===== config.mk =====
export PLATFORM = sky130hd
export DESIGN_NAME = midpoint_line_rasterizer_top_flat
export DESIGN_NICKNAME = d
export VERILOG_FILES = /design/src/sv/lnr_pkg.sv /design/src/sv/lnr_cmd_if.sv /design/src/sv/lnr_pix_if.sv /design/src/sv/lnr_setup.sv /design/src/sv/lnr_core.sv /design/src/sv/lnr_out_buf.sv /design/src/sv/midpoint_line_rasterizer_top.sv /design/src/flat_wrapper.sv
export SDC_FILE = /design/constraint.sdc
export NUM_CORES = 1
export LEC_CHECK = 0
export ABC_CLOCK_PERIOD_IN_PS = 19430
export BUFFER_PORTS_ARGS = -buffer_cell sky130_fd_sc_hd__clkbuf_2
export CORE_MARGIN = 2
export CORE_UTILIZATION = 35
export CTS_CLUSTER_DIAMETER = 200
export DETAILED_ROUTE_END_ITERATION = 10
export SLEW_MARGIN = 20
export SYNTH_ARGS = -nofsm -noshare
export SYNTH_HDL_FRONTEND = slang
export SYNTH_SLANG_ARGS = --single-unit

===== constraint.sdc =====
create_clock -name clk -period 19.43 [get_ports clk]
set_input_delay 1.943 -clock clk [delete_from_list [all_inputs] [get_ports clk]]
set_output_delay 1.943 -clock clk [all_outputs]
set_load 0.01 [all_outputs]

===== src/sv/lnr_pkg.sv =====
// ----------------------------------------------------------------------------
// Midpoint line rasterizer package
// Widths, codes and shared types of the line rasterizer.
// ----------------------------------------------------------------------------
package lnr_pkg;

  localparam int COORD_BITS = 9;
  localparam int DEC_BITS   = COORD_BITS + 3;
  localparam int INC_BITS   = COORD_BITS + 2;
  localparam int STEP_BITS  = COORD_BITS + 1;

  localparam logic FUNC_LOAD = 1'b0;
  localparam logic FUNC_STEP = 1'b1;

  typedef logic [COORD_BITS-1:0]       coord_t;
  typedef logic signed [DEC_BITS-1:0]  dec_t;
  typedef logic signed [INC_BITS-1:0]  inc_t;
  typedef logic [STEP_BITS-1:0]        step_t;

  typedef enum logic [1:0] {
    OCT_SHALLOW_UP   = 2'd0,
    OCT_STEEP_UP     = 2'd1,
    OCT_SHALLOW_DOWN = 2'd2,
    OCT_STEEP_DOWN   = 2'd3
  } octant_t;

  typedef struct packed {
    octant_t octant;
    coord_t  x;
    coord_t  y;
    dec_t    decision;
    inc_t    straight_inc;
    inc_t    diagonal_inc;
    step_t   steps;
    logic    empty;
  } lnr_setup_t;

  typedef struct packed {
    coord_t pixel_x;
    coord_t pixel_y;
    logic   pixel_valid;
    logic   last_pixel;
  } lnr_pixel_t;

endpackage


===== src/sv/lnr_cmd_if.sv =====
// ----------------------------------------------------------------------------
// Line rasterizer request channel
// Valid/ready channel carrying load and step requests.
// ----------------------------------------------------------------------------
interface lnr_cmd_if import lnr_pkg::*; ();
  logic   valid;
  logic   ready;
  logic   func;
  coord_t start_x;
  coord_t start_y;
  coord_t end_x;
  coord_t end_y;

  modport source (output valid, output func, output start_x, output start_y,
                  output end_x, output end_y, input ready);
  modport sink   (input valid, input func, input start_x, input start_y,
                  input end_x, input end_y, output ready);
endinterface


===== src/sv/lnr_pix_if.sv =====
// ----------------------------------------------------------------------------
// Line rasterizer pixel channel
// Valid/ready channel carrying one pixel result per step request.
// ----------------------------------------------------------------------------
interface lnr_pix_if import lnr_pkg::*; ();
  logic   valid;
  logic   ready;
  coord_t pixel_x;
  coord_t pixel_y;
  logic   pixel_valid;
  logic   last_pixel;

  modport source (output valid, output pixel_x, output pixel_y, output pixel_valid,
                  output last_pixel, input ready);
  modport sink   (input valid, input pixel_x, input pixel_y, input pixel_valid,
                  input last_pixel, output ready);
endinterface


===== src/sv/lnr_setup.sv =====
// ----------------------------------------------------------------------------
// Line setup
// Orders the endpoints, picks the octant case and builds the decision
// variable, its two increments and the pixel count.
// ----------------------------------------------------------------------------
module lnr_setup import lnr_pkg::*; (
  input  coord_t     start_x,
  input  coord_t     start_y,
  input  coord_t     end_x,
  input  coord_t     end_y,
  output lnr_setup_t setup
);

  localparam int PAD = DEC_BITS - COORD_BITS;

  logic   swap;
  coord_t lx, ly, rx, ry;
  dec_t   dx, dy, ady, half_dx, half_dy, half_ady;
  dec_t   d, s, g, n;

  assign swap = start_x > end_x;
  assign lx   = swap ? end_x   : start_x;
  assign ly   = swap ? end_y   : start_y;
  assign rx   = swap ? start_x : end_x;
  assign ry   = swap ? start_y : end_y;

  assign dx       = $signed({{PAD{1'b0}}, rx}) - $signed({{PAD{1'b0}}, lx});
  assign dy       = $signed({{PAD{1'b0}}, ry}) - $signed({{PAD{1'b0}}, ly});
  assign ady      = -dy;
  assign half_dx  = dx >>> 1;
  assign half_dy  = dy >>> 1;
  assign half_ady = ady >>> 1;

  always_comb begin
    setup       = '0;
    setup.x     = lx;
    setup.y     = ly;
    setup.empty = (dx == '0) && (dy == '0);
    if (!dy[DEC_BITS-1] && dy <= dx) begin
      setup.octant = OCT_SHALLOW_UP;
      d = dy - half_dx;
      s = dy;
      g = dy - dx;
      n = dx;
    end else if (dy > dx) begin
      setup.octant = OCT_STEEP_UP;
      d = half_dy - dx;
      s = -dx;
      g = dy - dx;
      n = dy;
    end else if (ady <= dx) begin
      setup.octant = OCT_SHALLOW_DOWN;
      d = dy + half_dx;
      s = dy;
      g = dy + dx;
      n = dx;
    end else begin
      setup.octant = OCT_STEEP_DOWN;
      setup.x      = rx;
      setup.y      = ry;
      d = dx - half_ady;
      s = dx;
      g = dx - ady;
      n = ady;
    end
    setup.decision     = d;
    setup.straight_inc = s[INC_BITS-1:0];
    setup.diagonal_inc = g[INC_BITS-1:0];
    setup.steps        = n[STEP_BITS-1:0];
  end

endmodule


===== src/sv/lnr_core.sv =====
// ----------------------------------------------------------------------------
// Line stepper
// Registers each request, then loads a new line or emits the next pixel
// and advances the decision variable.
// ----------------------------------------------------------------------------
module lnr_core import lnr_pkg::*; (
  input  logic        clk,
  input  logic        rst,
  lnr_cmd_if.sink     cmd,
  input  logic        space,
  output logic        push,
  output lnr_pixel_t  pixel
);

  logic       req_valid;
  logic       req_func;
  coord_t     req_start_x, req_start_y, req_end_x, req_end_y;
  logic       adv;

  coord_t     cur_x, cur_y;
  dec_t       decision;
  inc_t       straight_inc, diagonal_inc;
  octant_t    octant_case;
  step_t      steps_left;
  logic       busy;

  lnr_setup_t setup;
  logic       active;
  logic       diag;
  dec_t       decision_next;
  coord_t     cur_x_next, cur_y_next;

  lnr_setup u_setup (
    .start_x (req_start_x),
    .start_y (req_start_y),
    .end_x   (req_end_x),
    .end_y   (req_end_y),
    .setup   (setup)
  );

  assign adv       = req_valid && (req_func == FUNC_LOAD || space);
  assign cmd.ready = !req_valid || adv;
  assign push      = adv && req_func == FUNC_STEP;
  assign active    = busy && steps_left != '0;

  always_comb begin
    case (octant_case)
      OCT_SHALLOW_UP, OCT_STEEP_DOWN:   diag = !decision[DEC_BITS-1];
      OCT_STEEP_UP, OCT_SHALLOW_DOWN:   diag = decision[DEC_BITS-1] || decision == '0;
      default:                          diag = 1'b0;
    endcase
    decision_next = decision + dec_t'(diag ? diagonal_inc : straight_inc);
    cur_x_next    = cur_x;
    cur_y_next    = cur_y;
    case (octant_case)
      OCT_SHALLOW_UP: begin
        cur_x_next = cur_x + 1'b1;
        if (diag) cur_y_next = cur_y + 1'b1;
      end
      OCT_STEEP_UP: begin
        cur_y_next = cur_y + 1'b1;
        if (diag) cur_x_next = cur_x + 1'b1;
      end
      OCT_SHALLOW_DOWN: begin
        cur_x_next = cur_x + 1'b1;
        if (diag) cur_y_next = cur_y - 1'b1;
      end
      default: begin
        cur_y_next = cur_y + 1'b1;
        if (diag) cur_x_next = cur_x - 1'b1;
      end
    endcase
  end

  always_comb begin
    pixel = '0;
    if (active) begin
      pixel.pixel_x     = cur_x;
      pixel.pixel_y     = cur_y;
      pixel.pixel_valid = 1'b1;
      pixel.last_pixel  = steps_left == step_t'(1);
    end
  end

  always_ff @(posedge clk) begin
    if (cmd.valid && cmd.ready) begin
      req_func    <= cmd.func;
      req_start_x <= cmd.start_x;
      req_start_y <= cmd.start_y;
      req_end_x   <= cmd.end_x;
      req_end_y   <= cmd.end_y;
    end
  end

  always_ff @(posedge clk) begin
    if (rst) begin
      req_valid    <= 1'b0;
      cur_x        <= '0;
      cur_y        <= '0;
      decision     <= '0;
      straight_inc <= '0;
      diagonal_inc <= '0;
      octant_case  <= OCT_SHALLOW_UP;
      steps_left   <= '0;
      busy         <= 1'b0;
    end else begin
      if (cmd.ready) req_valid <= cmd.valid;
      if (adv) begin
        if (req_func == FUNC_LOAD) begin
          if (setup.empty) begin
            busy       <= 1'b0;
            steps_left <= '0;
          end else begin
            octant_case  <= setup.octant;
            cur_x        <= setup.x;
            cur_y        <= setup.y;
            decision     <= setup.decision;
            straight_inc <= setup.straight_inc;
            diagonal_inc <= setup.diagonal_inc;
            steps_left   <= setup.steps;
            busy         <= 1'b1;
          end
        end else if (active) begin
          cur_x      <= cur_x_next;
          cur_y      <= cur_y_next;
          decision   <= decision_next;
          steps_left <= steps_left - 1'b1;
          if (steps_left == step_t'(1)) busy <= 1'b0;
        end else begin
          busy <= 1'b0;
        end
      end
    end
  end

endmodule


===== src/sv/lnr_out_buf.sv =====
// ----------------------------------------------------------------------------
// Pixel output buffer
// Output register with a skid entry behind it, so the stepper keeps
// running while a pixel waits for the downstream side.
// ----------------------------------------------------------------------------
module lnr_out_buf import lnr_pkg::*; (
  input  logic        clk,
  input  logic        rst,
  input  logic        push,
  input  lnr_pixel_t  data,
  output logic        space,
  lnr_pix_if.source   pixel
);

  lnr_pixel_t head, second;
  logic       head_valid, second_valid;
  logic       pop;

  assign pop   = head_valid && pixel.ready;
  assign space = !second_valid;

  assign pixel.valid       = head_valid;
  assign pixel.pixel_x     = head.pixel_x;
  assign pixel.pixel_y     = head.pixel_y;
  assign pixel.pixel_valid = head.pixel_valid;
  assign pixel.last_pixel  = head.last_pixel;

  always_ff @(posedge clk) begin
    if (rst) begin
      head_valid   <= 1'b0;
      second_valid <= 1'b0;
    end else begin
      case ({push, pop})
        2'b10: begin
          if (!head_valid) head_valid <= 1'b1;
          else second_valid <= 1'b1;
        end
        2'b01: begin
          if (second_valid) second_valid <= 1'b0;
          else head_valid <= 1'b0;
        end
        default: begin
        end
      endcase
    end
  end

  always_ff @(posedge clk) begin
    case ({push, pop})
      2'b10: begin
        if (!head_valid) head <= data;
        else second <= data;
      end
      2'b11: head <= data;
      2'b01: begin
        if (second_valid) head <= second;
      end
      default: begin
      end
    endcase
  end

endmodule


===== src/sv/midpoint_line_rasterizer_top.sv =====
// ----------------------------------------------------------------------------
// Midpoint line rasterizer
// Loads two endpoints and walks the line one pixel per step request.
// ----------------------------------------------------------------------------
// One request is taken every clock unless a step request waits for output
// buffer space. A load request (func 0) sets up a new line and gives no
// result; a step request (func 1) gives exactly one result, the next pixel
// with its last flag, or a not-valid result once the line is done or empty.
// The endpoint at which the walk ends is never emitted. A request is held
// in the input register, where the endpoint setup and the stepper's single
// add on the decision variable run and set the one-pixel-per-clock rate;
// its result goes from there into the output register. A two-entry output
// buffer keeps requests flowing while the pixel side stalls; step requests
// stop only once both entries are full.
module midpoint_line_rasterizer_top import lnr_pkg::*; (
  input  logic       clk,
  input  logic       rst,
  lnr_cmd_if.sink    cmd,
  lnr_pix_if.source  pixel
);

  logic       push;
  logic       space;
  lnr_pixel_t pix_data;

  lnr_core u_core (
    .clk   (clk),
    .rst   (rst),
    .cmd   (cmd),
    .space (space),
    .push  (push),
    .pixel (pix_data)
  );

  lnr_out_buf u_out_buf (
    .clk   (clk),
    .rst   (rst),
    .push  (push),
    .data  (pix_data),
    .space (space),
    .pixel (pixel)
  );

endmodule


===== src/flat_wrapper.sv =====
// flat-port wrapper written by rule: the top's interface ports become plain ports
module midpoint_line_rasterizer_top_flat import lnr_pkg::*;
  (clk, rst, cmd_valid, cmd_func, cmd_start_x, cmd_start_y, cmd_end_x, cmd_end_y, cmd_ready, pixel_valid, pixel_pixel_x, pixel_pixel_y, pixel_pixel_valid, pixel_last_pixel, pixel_ready);
  lnr_cmd_if cmd_i ();
  lnr_pix_if pixel_i ();
  input  logic clk;
  input  logic rst;
  input wire logic [$bits(cmd_i.valid)-1:0] cmd_valid;
  input wire logic [$bits(cmd_i.func)-1:0] cmd_func;
  input wire logic [$bits(cmd_i.start_x)-1:0] cmd_start_x;
  input wire logic [$bits(cmd_i.start_y)-1:0] cmd_start_y;
  input wire logic [$bits(cmd_i.end_x)-1:0] cmd_end_x;
  input wire logic [$bits(cmd_i.end_y)-1:0] cmd_end_y;
  output wire logic [$bits(cmd_i.ready)-1:0] cmd_ready;
  output wire logic [$bits(pixel_i.valid)-1:0] pixel_valid;
  output wire logic [$bits(pixel_i.pixel_x)-1:0] pixel_pixel_x;
  output wire logic [$bits(pixel_i.pixel_y)-1:0] pixel_pixel_y;
  output wire logic [$bits(pixel_i.pixel_valid)-1:0] pixel_pixel_valid;
  output wire logic [$bits(pixel_i.last_pixel)-1:0] pixel_last_pixel;
  input wire logic [$bits(pixel_i.ready)-1:0] pixel_ready;
  assign cmd_i.valid = cmd_valid;
  assign cmd_i.func = cmd_func;
  assign cmd_i.start_x = cmd_start_x;
  assign cmd_i.start_y = cmd_start_y;
  assign cmd_i.end_x = cmd_end_x;
  assign cmd_i.end_y = cmd_end_y;
  assign cmd_ready = cmd_i.ready;
  assign pixel_valid = pixel_i.valid;
  assign pixel_pixel_x = pixel_i.pixel_x;
  assign pixel_pixel_y = pixel_i.pixel_y;
  assign pixel_pixel_valid = pixel_i.pixel_valid;
  assign pixel_last_pixel = pixel_i.last_pixel;
  assign pixel_i.ready = pixel_ready;
  midpoint_line_rasterizer_top u_core (.clk(clk), .rst(rst), .cmd(cmd_i), .pixel(pixel_i));
endmodule

==> metrics.md, run 1 <==
| Metric | Value |
|---|---|
| Die Width | `194 um` |
| WHS Path Cells | `2` |
| Top FF cell, synth | `edfxtp_1` |
| Initial DRC Count | `900` |
| Critical Path RT | `19,800 ps` |
| #FFs+latches synth | `145` |
| Layout cells sized above 1 | `0.116` |
| Setup crit end kind | `flip-flop` |
| Fin. max-slew vios | `0` |
| Global route hottest layer | `met2` |
| Critical path's top delay family | `simple AND/OR/NAND/NOR gates` |
| WL final | `39.7 mm` |
| Drt pass-1 iters | `5` |
| Power density over the cells | `113 mW/mm^2` |
| Leak | `5.77 nW` |
| Warnings, synthesis | `0` |
| DR WL/cell | `19.7 um` |
| Clock Tree Buf Depth | `2` |
| Row cnt | `69` |
| Max_cap viols | `0` |
| Clock tree root driver cell | `clkbuf_16` |
| EDFF count, synth | `77` |
| RD Place Congestion | `0.960` |
| Non-Filler Instances | `2,015` |
| Die area | `0.0377 mm^2` |
| Setup_tns | `0 ps` |
| GR Util met3 | `0.0318` |
| Worst vdd ir | `0.0617 mV` |
| Syn_area_per_cell | `8.47 um^2` |
| CTS tree | `done` |
| Syn_nets | `1,658` |
| Async S/R FF share, synth | `0` |
| Vias | `11,400` |
| Worst Skew | `10.6 ps` |
| Die height | `194 um` |
| Clock latency at the later pin of the worst-skew pair | `440 ps` |
| CP Depth | `35` |
| Synth top area cells | `edfxtp_1, ha_1, dfxtp_1, a21oi_1, xnor2_1` |
| Synthesized area | `0.0127 mm^2` |
| DRC | `0` |
| Top-count cell post-synth | `nor2_1` |
| Final hold vios | `0` |
| Share of the synthesized area in the top cell type | `0.183` |
| Post-cts resize count | `0` |
| Vias per cell | `5.68` |
| Critical Path Source Type | `flip-flop` |
| M1 GR Usage | `0.302` |
| Synth-to-layout area growth | `11.4%` |
| CP max stage delay | `590 ps` |
| Worst Hold Class | `reg2reg` |
| CP arrival | `9820 ps` |
| Synth cell types | `79` |
| Commonest cells in the synthesized netlist | `nor2_1, a21oi_1, ha_1` |
| Register area share after synthesis | `0.290` |
| Clk sinks | `145` |
| Core box area | `0.0356 mm^2` |
| Worst-case reg-to-reg path depth | `35` |
| Final worst path period need | `9450 ps` |
| Slew @ Worst Pin | `1000 ps` |
| GRT overflow | `0` |
| Initial antenna violation count | `1` |
| Final Cycle Share | `0.487` |
| Starting Density | `0.356` |
| Fin nets | `1,704` |
| Number of top-level pins | `63` |
| Total GRT Usage | `0.210` |
| R2R Path End | `u_core.u_core.diagonal_inc[10]$_SDFFE_PP0P_` |
| CTS HTree Levels | `4` |
| RSZ-0062 raised after global routing | `false` |
| Fmax | `106 MHz` |
| Crit path to | `u_core.u_core.diagonal_inc[10]$_SDFFE_PP0P_` |
| Status | `finished, final reports clean` |
| Flop2flop setup slack | `9980 ps` |
| WP buf/inv | `1` |
| ANT cells | `0` |
| Placed cell count | `1,983` |
| Largest net degree at the start of global routing | `63` |
| Mapped Cells | `1,495` |
| Crit path kind | `reg2reg` |
| Dpl hpwl | `30.4 mm` |
| Rel. slew slack | `0.333` |
| Worst-path maximum fanout | `11` |
| # hold bufs at CTS | `0` |
| Global-route wire length before repair | `62.8 mm` |
| Number of port buffers | `62` |
| CTS Buf Count | `17` |
| Post-CTS Setup Inserts | `0` |
| Crit path max-delay cell type | `or3_1` |
| Global Route met2 Usage | `0.328` |
| Worst setup path startpoint | `u_core.u_core.req_start_x[8]$_DFFE_PP_` |
| Synth area leader | `edfxtp_1` |
| Vias in the first global route | `11,100` |
| RR Startpoint | `u_core.u_core.req_start_x[8]$_DFFE_PP_` |
| Final ANT Viol Nets | `0` |
| Final setup viols | `0` |
| Clock transition at path regs | `70 ps` |
[metrics by stage]
stage	util	total power [mW]	hold slack, ps	cell area [um^2]	setup slack (ps)
6_report	0.396	1.60	457	14100	9980
2_1_floorplan	-	0.982	428	12700	11350
4_1_cts	0.396	1.58	458	14100	9670
3_5_place_dp	0.380	1.24	448	13500	9740
5_1_grt	0.396	1.70	479	14100	9090
3_3_place_gp	0.380	1.24	441	13500	9920
[worst register-to-register path, delay by kind of cell (launching register included)]
family	cells	cell delay, ps
AND/OR/NAND/NOR	14	3420
AO/OA/AOI/OAI	14	2930
adder cells (fa/ha/maj)	5	2170
flip-flops	1	450
buffers and inverters	1	330
XOR/XNOR	1	100
[state kept, by name, summed over array words and instances (netlist names)]
| signal | flops |
|---|---|
| u_core.u_core.cur_x | 9 |
| u_core.u_out_buf.pixel.pixel_valid | 1 |
| u_core.u_core.req_func | 1 |
| u_core.u_core.steps_left | 10 |
| u_core.u_core.req_start_y | 9 |
| u_core.u_core.req_end_x | 9 |
| u_core.u_core.straight_inc | 11 |
| u_core.u_core.diagonal_inc | 11 |
| u_core.u_core.decision | 12 |
| u_core.u_core.req_start_x | 9 |
| u_core.u_out_buf.pixel.valid | 1 |
| u_core.u_core.req_end_y | 9 |
| u_core.u_core.busy | 1 |
| u_core.u_core.cur_y | 9 |
| u_core.u_out_buf.second | 20 |
| u_core.u_out_buf.pixel.pixel_y | 9 |
| u_core.u_out_buf.pixel.last_pixel | 1 |
| u_core.u_out_buf.second_valid | 1 |
| u_core.u_core.req_valid | 1 |
| u_core.u_out_buf.pixel.pixel_x | 9 |
| u_core.u_core.octant_case | 2 |
[routing by layer]
| metal | share of wire | up-vias |
|---|---|---|
| met5 | 0 | - |
| met4 | 0.017 | 0 |
| met3 | 0.062 | 36 |
| met2 | 0.44 | 351 |
| met1 | 0.48 | 5461 |
| li1 | - | 5598 |
[layout by cell type (no fill, tap or decap), types with 10 or more instances in the layout]
master and instances:
ha_1 113, o31ai_1 13, nor4_1 10, clkbuf_2 62
xor2_1 20, mux2i_1 32, buf_4 30, o21ai_0 76
o21ai_1 10, and2_1 23, o22ai_1 25, clkbuf_16 17
o211ai_1 30, a31oi_1 11, a21oi_1 120, nand4_1 10
mux2_2 29, o21bai_1 26, nand2_1 108, nor2b_1 33
or3_1 10, xnor2_1 63, edfxtp_1 77, a21o_1 38
nor3_1 35, nor2_1 131, inv_1 87, a22oi_1 11
a211oi_1 20, nand3_1 29, dfxtp_1 68, nand2b_1 21
[power by group]
part           switching [mW]  internal, mW  leakage (nW)  total, mW
registers              0.0135         0.339          1.27      0.352
logic                   0.572         0.336          4.20      0.908
clock network           0.152         0.183         0.292      0.335
total                   0.738         0.857          5.77       1.60
[final cells by class]
class | count | area, um^2
Fill cell | 3620 | 21500
Clock buffer | 17 | 425
Timing Repair Buffer | 92 | 536
Inverter | 93 | 349
Clock inverter | 15 | 161
Sequential cell | 145 | 3670
Tap cell | 461 | 577
Multi-Input combinational cell | 1192 | 8370
[cells by family (layout without fill, tap and decap cells)]
family	Yosys count	after routing	synth area share
AO/OA/AOI/OAI	470	470	0.246
AND/OR/NAND/NOR	447	447	0.170
buffers and inverters	158	217	0.0494
flip-flops	145	145	0.290
adder cells (fa/ha/maj)	128	128	0.131
XOR/XNOR	86	86	0.0618
multiplexers	61	61	0.0511
[worst min-delay path by stage]
stage | slack [ps] | start | endpoint
detailed placement | 450 | u_core.u_core.straight_inc[1]$_SDFFE_PP0P_ | u_core.u_core.straight_inc[1]$_SDFFE_PP0P_
floorplan | 430 | u_core.u_core.diagonal_inc[1]$_SDFFE_PP0P_ | u_core.u_core.diagonal_inc[1]$_SDFFE_PP0P_
CTS | 460 | u_core.u_core.straight_inc[1]$_SDFFE_PP0P_ | u_core.u_core.straight_inc[1]$_SDFFE_PP0P_
global route | 480 | u_core.u_core.diagonal_inc[1]$_SDFFE_PP0P_ | u_core.u_core.diagonal_inc[1]$_SDFFE_PP0P_
finish | 460 | u_core.u_core.straight_inc[1]$_SDFFE_PP0P_ | u_core.u_core.straight_inc[1]$_SDFFE_PP0P_
global placement | 440 | u_core.u_core.straight_inc[0]$_SDFFE_PP0P_ | u_core.u_core.straight_inc[0]$_SDFFE_PP0P_
Power figures use the tool's default switching activity.
==> run 2: changes to the inputs <==
ABC_CLOCK_PERIOD_IN_PS = 9500   (was 19430)
clock period = 9.5 ns   (was 19.43 ns; I/O delays follow)
==> run 2 against run 1 <==
Effect of this change:
- global-route usage shrank 0.071 points
- combinational power rose by 110%
- total power is 110% higher
- critical path type unchanged
- first-iteration DRC count up 17%
- die area unchanged
- via count increased by 1.0%
- sequential power grew 100%
- critical endpoint unchanged
- clock skew is 3.7 ps higher
- non-clock buffer count is 17 higher
- sequential share of layout area shrank 0.25 points
==> metrics.md, run 2 (synthesized netlist as in run 1, its figures left out) <==
| Metric | Value |
|---|---|
| Worst vdd ir | `0.151 mV (+140%)` |
| Vias per cell | `5.69 (+0.20%)` |
| Register area | `0.00367 mm^2 (unchanged)` |
| Max_cap viols | `0 (unchanged)` |
| WP buf/inv | `2 (+1)` |
| Critical path's top delay family | `compound AO/OA/AOI/OAI gates` |
| Reg with most FFs | `u_core.u_out_buf.second` |
| Worst setup path startpoint | `u_core.u_core.req_start_x[8]$_DFFE_PP_` |
| DR top layer | `met5` |
| Die area | `0.0377 mm^2 (unchanged)` |
| Clk sinks | `145 (unchanged)` |
| Leak | `5.85 nW (+1.5%)` |
| Post-cts resize count | `0 (unchanged)` |
| Final setup viols | `0 (unchanged)` |
| Top Registers | `u_core.u_out_buf.second x20, u_core.u_core.decision x12` |
| Multi-input combinational cell area | `0.00837 mm^2 (about the same)` |
| CP arrival | `9170 ps (-650 ps)` |
| Post-CTS Setup Inserts | `0 (unchanged)` |
| R2R Path End | `u_core.u_core.diagonal_inc[10]$_SDFFE_PP0P_` |
| Crit path to | `u_core.u_core.diagonal_inc[10]$_SDFFE_PP0P_` |
| Final Cycle Share | `0.926 (+0.440)` |
| Die height | `194 um (unchanged)` |
| Filler cells | `3,627 (+0.19%)` |
| Final worst path period need | `8800 ps (-656 ps)` |
| Number of port buffers | `62 (unchanged)` |
| Clock Tree Buf Depth | `2 (unchanged)` |
| Rel. slew slack | `0.323 (-0.0105)` |
| Setup crit end kind | `flip-flop` |
| Number of top-level pins | `63 (unchanged)` |
| Final hold vios | `0 (unchanged)` |
| Clock latency at the later pin of the worst-skew pair | `450 ps (about the same)` |
| Clock tree root driver cell | `clkbuf_16` |
| Fmax | `114 MHz (+7.5%)` |
| Clock power frac | `0.209 (about the same)` |
| Critical Path RT | `9880 ps (-9920 ps)` |
| RR Startpoint | `u_core.u_core.req_start_x[8]$_DFFE_PP_` |
| Starting Density | `0.356 (unchanged)` |
| Drt pass-1 iters | `7 (+2)` |
| DR WL/cell | `19.4 um (-1.7%)` |
| Most used cell along the critical path | `a21oi_1` |
| Crit path kind | `reg2reg` |
| Placed cell count | `2,000 (+0.86%)` |
| Vias in the first global route | `11,100 (+0.29%)` |
| Global-route wire length before repair | `62.4 mm (-0.57%)` |
| P_int | `1.78 mW (+110%)` |
| Setup_tns | `0 ps (unchanged)` |
| Largest net degree at the start of global routing | `48 (-24%)` |
| RSZ-0062 raised after global routing | `false` |
| Fin nets | `1,721 (+1.0%)` |
| Vias | `11,600 (+1.0%)` |
| Combinational power share | `0.572 (+0.003)` |
| Crit path max-delay cell type | `a2111oi_0` |
| CTS HTree Levels | `4 (unchanged)` |
| Clock transition at path regs | `70 ps (about the same)` |
| CP Depth | `36 (+2.9%)` |
| Most common cell after layout, fill and taps aside | `nor2_1` |
| Final Util | `0.400 (+0.00380)` |
| Status | `finished, final reports clean` |
| Worst-path maximum fanout | `12 (+1)` |
| CTS Buf Count | `17 (unchanged)` |
| ANT cells | `0 (unchanged)` |
| Worst Hold Class | `reg2reg` |
| Critical Path Source Type | `flip-flop` |
| Fin. max-slew vios | `0 (unchanged)` |
| CTS tree | `done` |
| Flop pwr share | `0.219 (-0.002)` |
| WL final | `39.3 mm (-0.88%)` |
| Worst Skew | `14.3 ps (+3.69 ps)` |
| Core box area | `0.0356 mm^2 (unchanged)` |
| Flop2flop setup slack | `700 ps (-9270 ps)` |
| Layout cells sized above 1 | `0.125 (+0.00829)` |
| # hold bufs at CTS | `0 (unchanged)` |
| Met1 WL | `18.3 mm (-3.9%)` |
| Most frequent cells in the layout | `nor2_1, a21oi_1, ha_1` |
| Final ANT Viol Nets | `0 (unchanged)` |
| Worst-case reg-to-reg path depth | `36 (+2.9%)` |
| Non-Filler Instances | `2,032 (+0.84%)` |
| Initial antenna violation count | `1 (unchanged)` |
| Power density over the cells | `231 mW/mm^2 (+100%)` |
| Die Width | `194 um (unchanged)` |
| Initial DRC Count | `1,056 (+17%)` |
| Met3 WL | `2.92 mm (+19%)` |
| RD Place Congestion | `0.997 (+3.9%)` |
| Row cnt | `69 (unchanged)` |
| Dpl hpwl | `30.0 mm (-1.3%)` |
| Sw Ratio | `0.457 (-0.00609)` |
| DRC | `0 (unchanged)` |
| Max FFs per register | `20 (unchanged)` |
| Total GRT Usage | `0.209 (-0.000711)` |
| GRT overflow | `0 (unchanged)` |
| Synth-to-layout area growth | `12.4%` |
| CP max stage delay | `590 ps (about the same)` |
| Slew @ Worst Pin | `1020 ps (+15.7 ps)` |
| WL met2 | `17.2 mm (-1.7%)` |
| Switching pwr | `1.50 mW (+100%)` |
## run 2: cell count changes in the layout (fill, tap and decap cells not counted), sizes merged
| cell | delta |
|---|---|
| buf | +17 |
| inv | -4 |
| clkbuf | +1 |
| clkinv | +3 |
## run 2: how the worst min path moves through the flow
stage,startpoint,to,slack (ps),cells after the start
floorplan,u_core.u_core.diagonal_inc[1]$_SDFFE_PP0P_,u_core.u_core.diagonal_inc[1]$_SDFFE_PP0P_,430,2
global placement,u_core.u_core.diagonal_inc[1]$_SDFFE_PP0P_,u_core.u_core.diagonal_inc[1]$_SDFFE_PP0P_,440,2
detailed placement,u_core.u_core.diagonal_inc[1]$_SDFFE_PP0P_,u_core.u_core.diagonal_inc[1]$_SDFFE_PP0P_,450,2
CTS,u_core.u_core.diagonal_inc[1]$_SDFFE_PP0P_,u_core.u_core.diagonal_inc[1]$_SDFFE_PP0P_,460,2
global route,u_core.u_core.straight_inc[0]$_SDFFE_PP0P_,u_core.u_core.straight_inc[0]$_SDFFE_PP0P_,490,2
finish,u_core.u_core.diagonal_inc[1]$_SDFFE_PP0P_,u_core.u_core.diagonal_inc[1]$_SDFFE_PP0P_,450,2
## run 2: worst min-delay path, delay by kind of cell, from the launching register on
family          cells  cell delay, ps
compound gates      1              50
simple gates        1              50
flops               1             310
## run 2: stage by stage
stage / worst slack [ps] / instance area (um^2) / total power, mW / hold slack [ps]
after floorplan: 1420 / 12700 / 2.01 / 428
after global placement: 956 / 13600 / 2.55 / 444
after detailed placement: 770 / 13600 / 2.56 / 445
after CTS: 738 / 14200 / 3.25 / 455
after global routing: 16.4 / 14200 / 3.49 / 486
final: 702 / 14200 / 3.28 / 452
## run 2: final cells by class
type | instances | area share
Timing Repair Buffer | 109 | 0.0466
Multi-Input combinational cell | 1192 | 0.588
Clock inverter | 14 | 0.0105
Tap cell | 461 | 0.0405
Sequential cell | 145 | 0.258
Inverter | 93 | 0.0245
Clock buffer | 18 | 0.0317
## run 2: routing by layer
metal / up-vias / global-route usage
met5: - / 0
met3: 51 / 0.0391
met4: 2 / 0.0561
li1: 5632 / -
met1: 5477 / 0.299
met2: 404 / 0.323
## run 2: power by group through the flow
stage	logic [mW]	registers [mW]	clock network (mW)
6_report	1.88	0.719	0.688
5_1_grt	2.04	0.723	0.722
4_1_cts	1.84	0.719	0.698
3_5_place_dp	1.82	0.732	0
3_3_place_gp	1.81	0.731	0
2_1_floorplan	1.28	0.726	0
==> run 3: changes to the inputs <==
ABC_CLOCK_PERIOD_IN_PS = 8700   (was 9500)
clock period = 8.7 ns   (was 9.5 ns; I/O delays follow)
==> run 3 against run 2 <==
Effect of this change:
- critical path depth grew 1
- total power grew 11%
- worst setup slack lost 210 ps
- die area is the same
- utilization grew 0.38 points
- count of clock-buffer cells in the layout grew 1
- global-route usage grew 0.50 points
- first-iteration DRC count shrank 18%
- clock skew grew 2.4 ps
- register-to-register slack lost 210 ps
- flip-flop and latch count is the same
==> metrics.md, run 3 (synthesized netlist as in run 1, its figures left out) <==
| Metric | Value |
|---|---|
| Status | `finished, final reports clean` |
| DR WL/cell | `19.9 um (+2.7%)` |
| Clock tree root driver cell | `clkbuf_16` |
| RD Place Congestion | `1.03 (+2.8%)` |
| GRT overflow | `0 (unchanged)` |
| Critical Path RT | `9080 ps (-800 ps)` |
| Placed cell area | `0.0137 mm^2 (+0.75%)` |
| Placed cell count | `2,012 (+0.60%)` |
| DRC | `0 (unchanged)` |
| Synth-to-layout area growth | `13.5%` |
| RSZ-0062 raised after global routing | `false` |
| Total GRT Usage | `0.214 (+0.00504)` |
| Hold Crit Start | `u_core.u_core.diagonal_inc[2]$_SDFFE_PP0P_` |
| Worst vdd ir | `0.146 mV (-3.2%)` |
| Initial antenna violation count | `1 (unchanged)` |
| Final worst path period need | `8210 ps (-588 ps)` |
| Flop2flop setup slack | `490 ps (-210 ps)` |
| Worst Skew | `16.7 ps (+2.40 ps)` |
| Non-Filler Instances | `2,047 (+0.74%)` |
| Die height | `194 um (unchanged)` |
| WL final | `40.7 mm (+3.4%)` |
| Final Util | `0.404 (+0.00376)` |
| Drt pass-1 iters | `6 (-1)` |
| Pre-CTS setup slack | `234 ps (-536 ps)` |
| Clock Tree Buf Depth | `2 (unchanged)` |
| Critical Path Source Type | `flip-flop` |
| CP arrival | `8590 ps (-580 ps)` |
| Initial DRC Count | `865 (-18%)` |
| Crit path max-delay cell type | `a21oi_2` |
| Final Hold Slack | `452 ps (+0.513 ps)` |
| Worst-path maximum fanout | `10 (-2)` |
| Final hold vios | `0 (unchanged)` |
| Clk sinks | `145 (unchanged)` |
| Clock transition at path regs | `80 ps (about the same)` |
| Largest net degree at the start of global routing | `47 (-2.1%)` |
| Max FFs per register | `20 (unchanged)` |
| Max_cap viols | `0 (unchanged)` |
| CTS tree | `done` |
| CP max stage delay | `560 ps (-30 ps)` |
| Final ANT Viol Nets | `0 (unchanged)` |
| Crit path kind | `reg2reg` |
| Worst-case reg-to-reg path depth | `37 (+2.8%)` |
| Slew @ Worst Pin | `978 ps (-37.7 ps)` |
| Design area | `0.0144 mm^2 (+0.94%)` |
| Number of top-level pins | `63 (unchanged)` |
| Dpl hpwl | `31.1 mm (+3.6%)` |
| Setup crit end kind | `flip-flop` |
| Global-route wire length before repair | `63.4 mm (+1.7%)` |
| Critical path's top delay family | `compound AO/OA/AOI/OAI gates` |
| Final setup viols | `0 (unchanged)` |
| Core box area | `0.0356 mm^2 (unchanged)` |
| R2R Path End | `u_core.u_core.diagonal_inc[10]$_SDFFE_PP0P_` |
| Setup ws final | `490 ps (-212 ps)` |
| Row cnt | `69 (unchanged)` |
| Fin nets | `1,736 (+0.87%)` |
| Clock latency at the later pin of the worst-skew pair | `450 ps (about the same)` |
| Die area | `0.0377 mm^2 (unchanged)` |
| Final Cycle Share | `0.944 (+0.0176)` |
| Starting Density | `0.356 (unchanged)` |
| Fmax | `122 MHz (+7.2%)` |
| Leak | `5.90 nW (+0.76%)` |
| Rel. slew slack | `0.348 (+0.0252)` |
| Most common cell after layout, fill and taps aside | `nor2_1` |
| Die Width | `194 um (unchanged)` |
| Most frequent cells in the layout | `nor2_1, a21oi_1, nand2_1, ha_1, inv_1` |
| Vias | `11,600 (+0.15%)` |
| Most used cell along the critical path | `a21oi_1` |
| WP buf/inv | `4 (+2)` |
| Number of port buffers | `62 (unchanged)` |
| Min-Delay Endpoint | `u_core.u_core.diagonal_inc[2]$_SDFFE_PP0P_` |
| Top Registers | `u_core.u_out_buf.second x20, u_core.u_core.decision x12` |
| CTS Buf Count | `17 (unchanged)` |
| Worst Hold Class | `reg2reg` |
| ANT cells | `0 (unchanged)` |
| RR Startpoint | `u_core.u_core.req_start_x[1]$_DFFE_PP_` |
| CTS HTree Levels | `4 (unchanged)` |
| Reg with most FFs | `u_core.u_out_buf.second` |
| WHS Path Cells | `2 (unchanged)` |
| Vias in the first global route | `11,100 (+0.12%)` |
| Pwr Total | `3.64 mW (+11%)` |
| Vias per cell | `5.66 (-0.59%)` |
| Fin. max-slew vios | `0 (unchanged)` |
| Setup_tns | `0 ps (unchanged)` |
| Power density over the cells | `253 mW/mm^2 (+9.6%)` |
| Layout cells sized above 1 | `0.140 (+0.0152)` |
## run 3: cell count changes in the layout (fill, tap and decap cells not counted), moves of 2 or more
| cell | previous run | this run |
|---|---|---|
| clkinvlp_4 | 0 | 2 |
| buf_4 | 47 | 61 |
| ha_1 | 113 | 108 |
| ha_2 | 0 | 4 |
| clkbuf_1 | 0 | 2 |
| inv_6 | 4 | 6 |
| a2111oi_0 | 6 | 4 |
| clkinv_4 | 6 | 1 |
## run 3: worst register-to-register path, delay by kind of cell (launching register included)
kind,cells,cell delay (ps)
AO/OA/AOI/OAI,16,3230
XOR/XNOR,3,720
adder cells (fa/ha/maj),4,1150
buffers and inverters,4,710
flip-flops,1,440
multiplexers,1,270
AND/OR/NAND/NOR,9,1640
## run 3: power by group
part	internal, mW	switching (mW)
Combinational	0.810	1.31
Clock	0.399	0.328
Sequential	0.756	0.0293
## run 3: final cells by class
| cell class | count | area [um^2] |
|---|---|---|
| clock inverters | 13 | 126 |
| clock buffers | 19 | 433 |
| well taps | 461 | 577 |
| inverters | 93 | 349 |
| fillers | 3609 | 21200 |
| flip-flops and latches | 145 | 3670 |
| repair buffers | 124 | 788 |
| multi-input cells | 1192 | 8420 |
## run 3: what timing repair did
action,4_1_cts,5_1_grt
buffers inserted,0,3
gates resized for setup,0,18
hold buffers,0,0
setup endpoints to repair,0,4
## run 3: metal layers
metal | global-route usage | share of wire
met3 | 0.0449 | 0.065
met2 | 0.339 | 0.44
met1 | 0.291 | 0.46
met5 | 0 | 0.0013
met4 | 0.0707 | 0.030
## run 3: worst max path at each step
stage | start | to | slack, ps | cells after the start
final | u_core.u_core.req_start_x[1]$_DFFE_PP_ | u_core.u_core.diagonal_inc[10]$_SDFFE_PP0P_ | 490 | 37
after floorplan | u_core.u_core.req_start_x[3]$_DFFE_PP_ | u_core.u_core.diagonal_inc[10]$_SDFFE_PP0P_ | 620 | 38
after global routing | u_core.u_core.req_end_x[1]$_DFFE_PP_ | u_core.u_core.diagonal_inc[9]$_SDFFE_PP0P_ | 0.4 | 39
after detailed placement | u_core.u_core.req_start_x[8]$_DFFE_PP_ | u_core.u_core.diagonal_inc[9]$_SDFFE_PP0P_ | 230 | 34
after CTS | u_core.u_core.req_start_x[8]$_DFFE_PP_ | u_core.u_core.diagonal_inc[9]$_SDFFE_PP0P_ | 170 | 33
after global placement | u_core.u_core.req_start_x[8]$_DFFE_PP_ | u_core.u_core.diagonal_inc[10]$_SDFFE_PP0P_ | 440 | 34
